<file path="config.mk">
export PLATFORM = sky130hd
export DESIGN_NAME = trial_division_prime_test_core
export DESIGN_NICKNAME = d
export VERILOG_FILES = /design/src/rtl/tdpt_pkg.sv /design/src/rtl/trial_division_prime_test_core.sv
export SDC_FILE = /design/constraint.sdc
export NUM_CORES = 1
export LEC_CHECK = 0
export ABC_AREA = 1
export BUFFER_PORTS_ARGS = -buffer_cell sky130_fd_sc_hd__buf_2
export CAP_MARGIN = 10
export CORE_MARGIN = 4
export CORE_UTILIZATION = 45
export DETAILED_ROUTE_END_ITERATION = 8
export PLACE_DENSITY = 0.65
export SKIP_LAST_GASP = 1
export SLEW_MARGIN = 20
export SYNTH_ARGS = -nofsm -noshare
export SYNTH_HDL_FRONTEND = slang
export SYNTH_SLANG_ARGS = --single-unit
</file>
<file path="constraint.sdc">
create_clock -name clk -period 7.4 [get_ports clk]
set_input_delay 1.48 -clock clk [delete_from_list [all_inputs] [get_ports clk]]
set_output_delay 1.48 -clock clk [all_outputs]
set_load 0.02 [all_outputs]
</file>
<file path="src/rtl/tdpt_pkg.sv">
// Package: shared state and divisor-select codes for the trial-division prime tester.
`timescale 1ns / 1ps
`default_nettype none
package tdpt_pkg;

  typedef logic [1:0] state_t;
  localparam state_t ST_IDLE = 2'd0;  // wait for a transaction
  localparam state_t ST_DIV  = 2'd1;  // bit-serial remainder in progress
  localparam state_t ST_CHK  = 2'd2;  // inspect remainder, pick next divisor
  localparam state_t ST_BND  = 2'd3;  // square bound compare for the next pair

  typedef logic [1:0] dsel_t;
  localparam dsel_t SEL_TWO   = 2'd0;
  localparam dsel_t SEL_THREE = 2'd1;
  localparam dsel_t SEL_I     = 2'd2;
  localparam dsel_t SEL_I2    = 2'd3;

  localparam int unsigned FIRST_I  = 5;
  localparam int unsigned FIRST_SQ = 25;
  localparam int unsigned WHEEL    = 6;
  localparam int unsigned SQ_CONST = 36;  // WHEEL squared

endpackage
`default_nettype wire

</file>
<file path="src/rtl/trial_division_prime_test_core.sv">
// Top level: trial-division primality test on the 6k +/- 1 wheel, one remainder bit per cycle.
// Sequence: negative values and 0..3 strobe in the cycle after start. Others run a bit-serial
//   remainder and a check step per divisor (2, 3, then pairs i, i+2 while i*i <= n,
//   plus a bound step per pair): about 7700 pairs worst case at 32 bits.
// Throughput: one transaction at a time; busy stays high until the result strobe.
// Reset: synchronous active-low rst_n returns to idle and drops the strobe.
`timescale 1ns / 1ps
`default_nettype none
module trial_division_prime_test_core #(
  parameter int DATA_WIDTH = 32
) (
  input  wire                         clk,
  input  wire                         rst_n,
  input  wire                         start,
  output logic                        busy,
  input  wire signed [DATA_WIDTH-1:0] in_candidate,
  output logic                        out_valid,
  output logic                        out_is_prime
);

  localparam int W     = DATA_WIDTH;
  localparam int CNT_W = $clog2(W);

  tdpt_pkg::state_t state_r, state_nxt;
  tdpt_pkg::dsel_t  sel_r, sel_nxt;
  logic             valid_r, valid_nxt;
  logic             prime_r, prime_nxt;

  logic [W-1:0]     n_r, n_nxt;
  logic [W-1:0]     sh_r, sh_nxt;
  logic [W-1:0]     rem_r, rem_nxt;
  logic [W-1:0]     d_r, d_nxt;
  logic [W-1:0]     i_r, i_nxt;
  logic [W:0]       sq_r, sq_nxt;
  logic [CNT_W-1:0] cnt_r, cnt_nxt;

  logic [W:0]       rem_t;
  logic [W:0]       sq_step;
  logic [W-1:0]     cand_u;
  logic             accept;

  assign busy         = (state_r != tdpt_pkg::ST_IDLE);
  assign out_valid    = valid_r;
  assign out_is_prime = prime_r;
  assign accept       = start && !busy;
  assign cand_u       = in_candidate;

  assign rem_t   = {rem_r, sh_r[W-1]};
  // (i+6)^2 = i^2 + 12i + 36
  assign sq_step = {1'b0, i_r[W-4:0], 3'b000} + {1'b0, i_r[W-3:0], 2'b00}
                 + (W+1)'(tdpt_pkg::SQ_CONST);

  always_comb begin
    state_nxt = state_r;
    sel_nxt   = sel_r;
    valid_nxt = 1'b0;
    prime_nxt = prime_r;
    n_nxt     = n_r;
    sh_nxt    = sh_r;
    rem_nxt   = rem_r;
    d_nxt     = d_r;
    i_nxt     = i_r;
    sq_nxt    = sq_r;
    cnt_nxt   = cnt_r;
    case (state_r)
      tdpt_pkg::ST_IDLE: begin
        if (accept) begin
          n_nxt   = cand_u;
          sh_nxt  = cand_u;
          rem_nxt = '0;
          cnt_nxt = '0;
          d_nxt   = W'(2);
          sel_nxt = tdpt_pkg::SEL_TWO;
          i_nxt   = W'(tdpt_pkg::FIRST_I);
          sq_nxt  = (W+1)'(tdpt_pkg::FIRST_SQ);
          if (cand_u[W-1] || cand_u <= W'(1)) begin
            valid_nxt = 1'b1;
            prime_nxt = 1'b0;
          end else if (cand_u <= W'(3)) begin
            valid_nxt = 1'b1;
            prime_nxt = 1'b1;
          end else begin
            state_nxt = tdpt_pkg::ST_DIV;
          end
        end
      end
      tdpt_pkg::ST_DIV: begin
        // restoring step: bring down one dividend bit
        if (rem_t >= {1'b0, d_r}) rem_nxt = W'(rem_t - {1'b0, d_r});
        else                      rem_nxt = rem_t[W-1:0];
        sh_nxt  = {sh_r[W-2:0], 1'b0};
        cnt_nxt = cnt_r + 1'b1;
        if (cnt_r == CNT_W'(W-1)) state_nxt = tdpt_pkg::ST_CHK;
      end
      tdpt_pkg::ST_CHK: begin
        sh_nxt  = n_r;
        rem_nxt = '0;
        cnt_nxt = '0;
        if (rem_r == '0) begin
          valid_nxt = 1'b1;
          prime_nxt = 1'b0;
          state_nxt = tdpt_pkg::ST_IDLE;
        end else begin
          case (sel_r)
            tdpt_pkg::SEL_TWO: begin
              d_nxt     = W'(3);
              sel_nxt   = tdpt_pkg::SEL_THREE;
              state_nxt = tdpt_pkg::ST_DIV;
            end
            tdpt_pkg::SEL_THREE: state_nxt = tdpt_pkg::ST_BND;
            tdpt_pkg::SEL_I: begin
              d_nxt     = i_r + W'(2);
              sel_nxt   = tdpt_pkg::SEL_I2;
              state_nxt = tdpt_pkg::ST_DIV;
            end
            default: begin
              // advance to the next wheel pair
              i_nxt     = i_r + W'(tdpt_pkg::WHEEL);
              sq_nxt    = sq_r + sq_step;
              state_nxt = tdpt_pkg::ST_BND;
            end
          endcase
        end
      end
      default: begin
        if (sq_r > {1'b0, n_r}) begin
          valid_nxt = 1'b1;
          prime_nxt = 1'b1;
          state_nxt = tdpt_pkg::ST_IDLE;
        end else begin
          d_nxt     = i_r;
          sel_nxt   = tdpt_pkg::SEL_I;
          state_nxt = tdpt_pkg::ST_DIV;
        end
      end
    endcase
  end

  always_ff @(posedge clk) begin
    if (!rst_n) begin
      state_r <= tdpt_pkg::ST_IDLE;
      valid_r <= 1'b0;
    end else begin
      state_r <= state_nxt;
      valid_r <= valid_nxt;
    end
  end

  always_ff @(posedge clk) begin
    sel_r   <= sel_nxt;
    prime_r <= prime_nxt;
    n_r     <= n_nxt;
    sh_r    <= sh_nxt;
    rem_r   <= rem_nxt;
    d_r     <= d_nxt;
    i_r     <= i_nxt;
    sq_r    <= sq_nxt;
    cnt_r   <= cnt_nxt;
  end

endmodule
`default_nettype wire

</file>
==> results.md <==
* Post-synth EDFFs at 197
* Site row count at 69
* Wire length of the first global-routing pass at 73500 um
* Post-route DRC violation count at 0
* Crit path time final at 3.59 ns
* Mean routed wirelength per cell at 18.1 um
* Remaining max-slew budget at the tightest pin at 0.372
* Max FO, Critical Path at 61
* Global routing usage summed across all routing layers at 0.241
* Final Slew Violations at 0
* Leading cell type in the layout, fill and taps excluded: sky130_fd_sc_hd__nand2_1
* Most area-hungry cell type in the Yosys netlist: sky130_fd_sc_hd__edfxtp_1
* Die Y-Extent at 198 um
* Final non-filler cell area at 0.0175 mm2
* Overflow left after global routing at 0
* CP endpoint kind: register
* Number of search-and-repair iterations in the first detailed-routing pass at 6
* Worst setup path category: register to register
* Final Hold Vio Count at 0
* Clock tree from TritonCTS: built
* Setup Total Neg Slack at 0 ns
* Crit start category: register
* Number of levels in the clock H-tree at 4
* Cts-stage hold buffer count at 0
* DRT iter0 DRCs at 1176
* Number of primary I/O pins at 38
* Postcts setup bufs at 0
* Share of post-route cells with drive strength above 1 at 0.0601
* Initial core utilization at 0.457
* Kind of path behind the tightest hold check: register to register
* Max Cap Violations at 0
* Most used cells in the layout excluding fill and tap cells: sky130_fd_sc_hd__nand2_1, sky130_fd_sc_hd__inv_1, sky130_fd_sc_hd__nor2_1
* Area enclosed by the die boundary at 0.0392 mm2
* Minimum hold slack at 0.579 ns
* Clock Latency Late Sink at 0.46 ns
* Area post-placement at 0.0169 mm2
* Via count of the first global-routing pass at 13389
* Clock Skews at 0.0167 ns
* Predominant post-synthesis flop cell: sky130_fd_sc_hd__edfxtp_1
* Number of nets in the layout at 2354
* Antenna Nets Post-Route at 0
* Placeable Area at 0.0356 mm2
* Synth warnings at 0
* Via count at 13859
* Layout overhead on the synthesized area at 7.64%
* Area share of the largest cell type after synthesis at 0.364
* Syn Area/Cell at 7.71 um2
* Area of the mapped netlist at 0.0163 mm2
* Initial antenna violation count at 0
* Final weighted congestion in routability-driven placement at 0.979
* Maximum number of pins on one net before global-route repair at 69
* Result of the run: finished clean
* Clk pin slew, worst setup/hold paths at 0.08 ns
* Number of nets in the synthesized netlist at 2329
* Overall die width at 198 um
* Clock Root Buffer: sky130_fd_sc_hd__clkbuf_16
* Vias per cell at 5.31
* Number of instances in the synthesized netlist at 2110
* Unrepaired setup endpoints after global routing: false
* Total routed wirelength at 47300 um
* Number of buffers inserted by port buffering at 37
* Post-route clock period utilization at 0.485
* Synth async-reset ratio at 0
* Worst slew pin tran at 0.939 ns
* PostCTS Resize Cnt at 0
* # setup viols final at 0
* Worst endpoint required time at 7.48 ns
* Maximum frequency from static timing analysis at 0.279 GHz
* Number of clock buffers inserted by TritonCTS at 17
* Clk sinks at 200
* Number of buffers on the longest clock path at 2
* Netlist cell types at 50
* Detailed Place HPWL at 36900 um
* Most area-consuming cells after synthesis: sky130_fd_sc_hd__edfxtp_1, sky130_fd_sc_hd__ha_1, sky130_fd_sc_hd__nand2_1, sky130_fd_sc_hd__inv_1, sky130_fd_sc_hd__nor2_1
* Number of storage elements in the synthesis netlist at 200
* Share of synthesized area occupied by flip-flops and latches at 0.368
* Arrival time worst endpoint at 3.67 ns
-- worst max-delay path, cell delays in order, from the launching register on --
cell and delay [ns]:
sky130_fd_sc_hd__dfxtp_1 0.36, sky130_fd_sc_hd__inv_1 0.13, sky130_fd_sc_hd__ha_2 0.18, sky130_fd_sc_hd__buf_4 0.49
sky130_fd_sc_hd__clkinv_1 0.91, sky130_fd_sc_hd__nor3_1 0.61, sky130_fd_sc_hd__nor3_2 0.07, sky130_fd_sc_hd__buf_4 0.39
-- area by class of cell --
cell class              instances  area (um2)
well taps                     461         577
repair buffers                 45         245
fillers                      3539       18100
clock buffers                  18         429
multi-input cells            1465        8590
clock inverters                14         159
diodes                          1        2.50
flip-flops and latches        200        5980
inverters                     406        1520
-- path summary, 6_finish.rpt --
path                            slack (ns)  depth (start not counted)               endpoint                     from
worst max register to register        3.81                          7  i_r[11]$_SDFFCE_PN0P_  state_r[0]$_SDFFE_PN0P_
worst min register to register        0.58                          2     sh_r[26]$_DFFE_PP_       sh_r[25]$_DFFE_PP_
worst max-delay path                  3.81                          7  i_r[11]$_SDFFCE_PN0P_  state_r[0]$_SDFFE_PN0P_
worst min-delay path                  0.58                          2     sh_r[26]$_DFFE_PP_       sh_r[25]$_DFFE_PP_
-- synthesized netlist by cell type, drive strengths merged (5+ instances only) --
cell type	n
a21oi	123
buf	15
clkbuf	24
edfxtp	197
fa	30
ha	154
inv	404
nand2	507
nand3	134
nand4	23
nor2	263
nor3	24
nor4	5
o211ai	18
o21a	7
o21ai	75
o21bai	11
o221ai	15
o22ai	13
xor2	27
-- flip-flops by register name (all words and copies together), names as in the netlist --
name and flops:
sel_r 2, i_r 31, cnt_r 5, n_r 32, sh_r 32, sq_r 30
out_valid 1, d_r 32, state_r 2, out_is_prime 1, rem_r 32
-- cells by family (layout without fill, tap and decap cells) --
logic type,after synthesis,after routing,synth area share
and+or+nand+nor,969,969,0.254
buffers and inverters,445,483,0.106
AOI/OAI and AO/OA,281,281,0.100
DFF,200,200,0.368
adders and majority gates,184,184,0.155
xor gates and xnor gates,31,31,0.0167
other,0,1,0
-- routing by layer --
metal	vias to the layer above	global-route usage	routed length, um
li1	6921	-	-
met1	6476	0.307	20300
met2	378	0.415	22800
met3	84	0.0262	1950
met4	0	0.107	2150
met5	-	0	0
-- per-stage QoR --
step | instances | worst slack [ns] | util
6_report | 2610 | 3.81 | 0.492
5_1_grt | 2609 | 3.61 | 0.492
4_1_cts | 2609 | 3.84 | 0.492
3_5_place_dp | 2577 | 3.87 | 0.475
3_3_place_gp | 2577 | 3.64 | 0.475
2_1_floorplan | 2110 | 1.12 | -
Power is left out: the tool's default activity adds up to more than one toggle a clock period on the data nets, which glitch-free logic cannot reach.
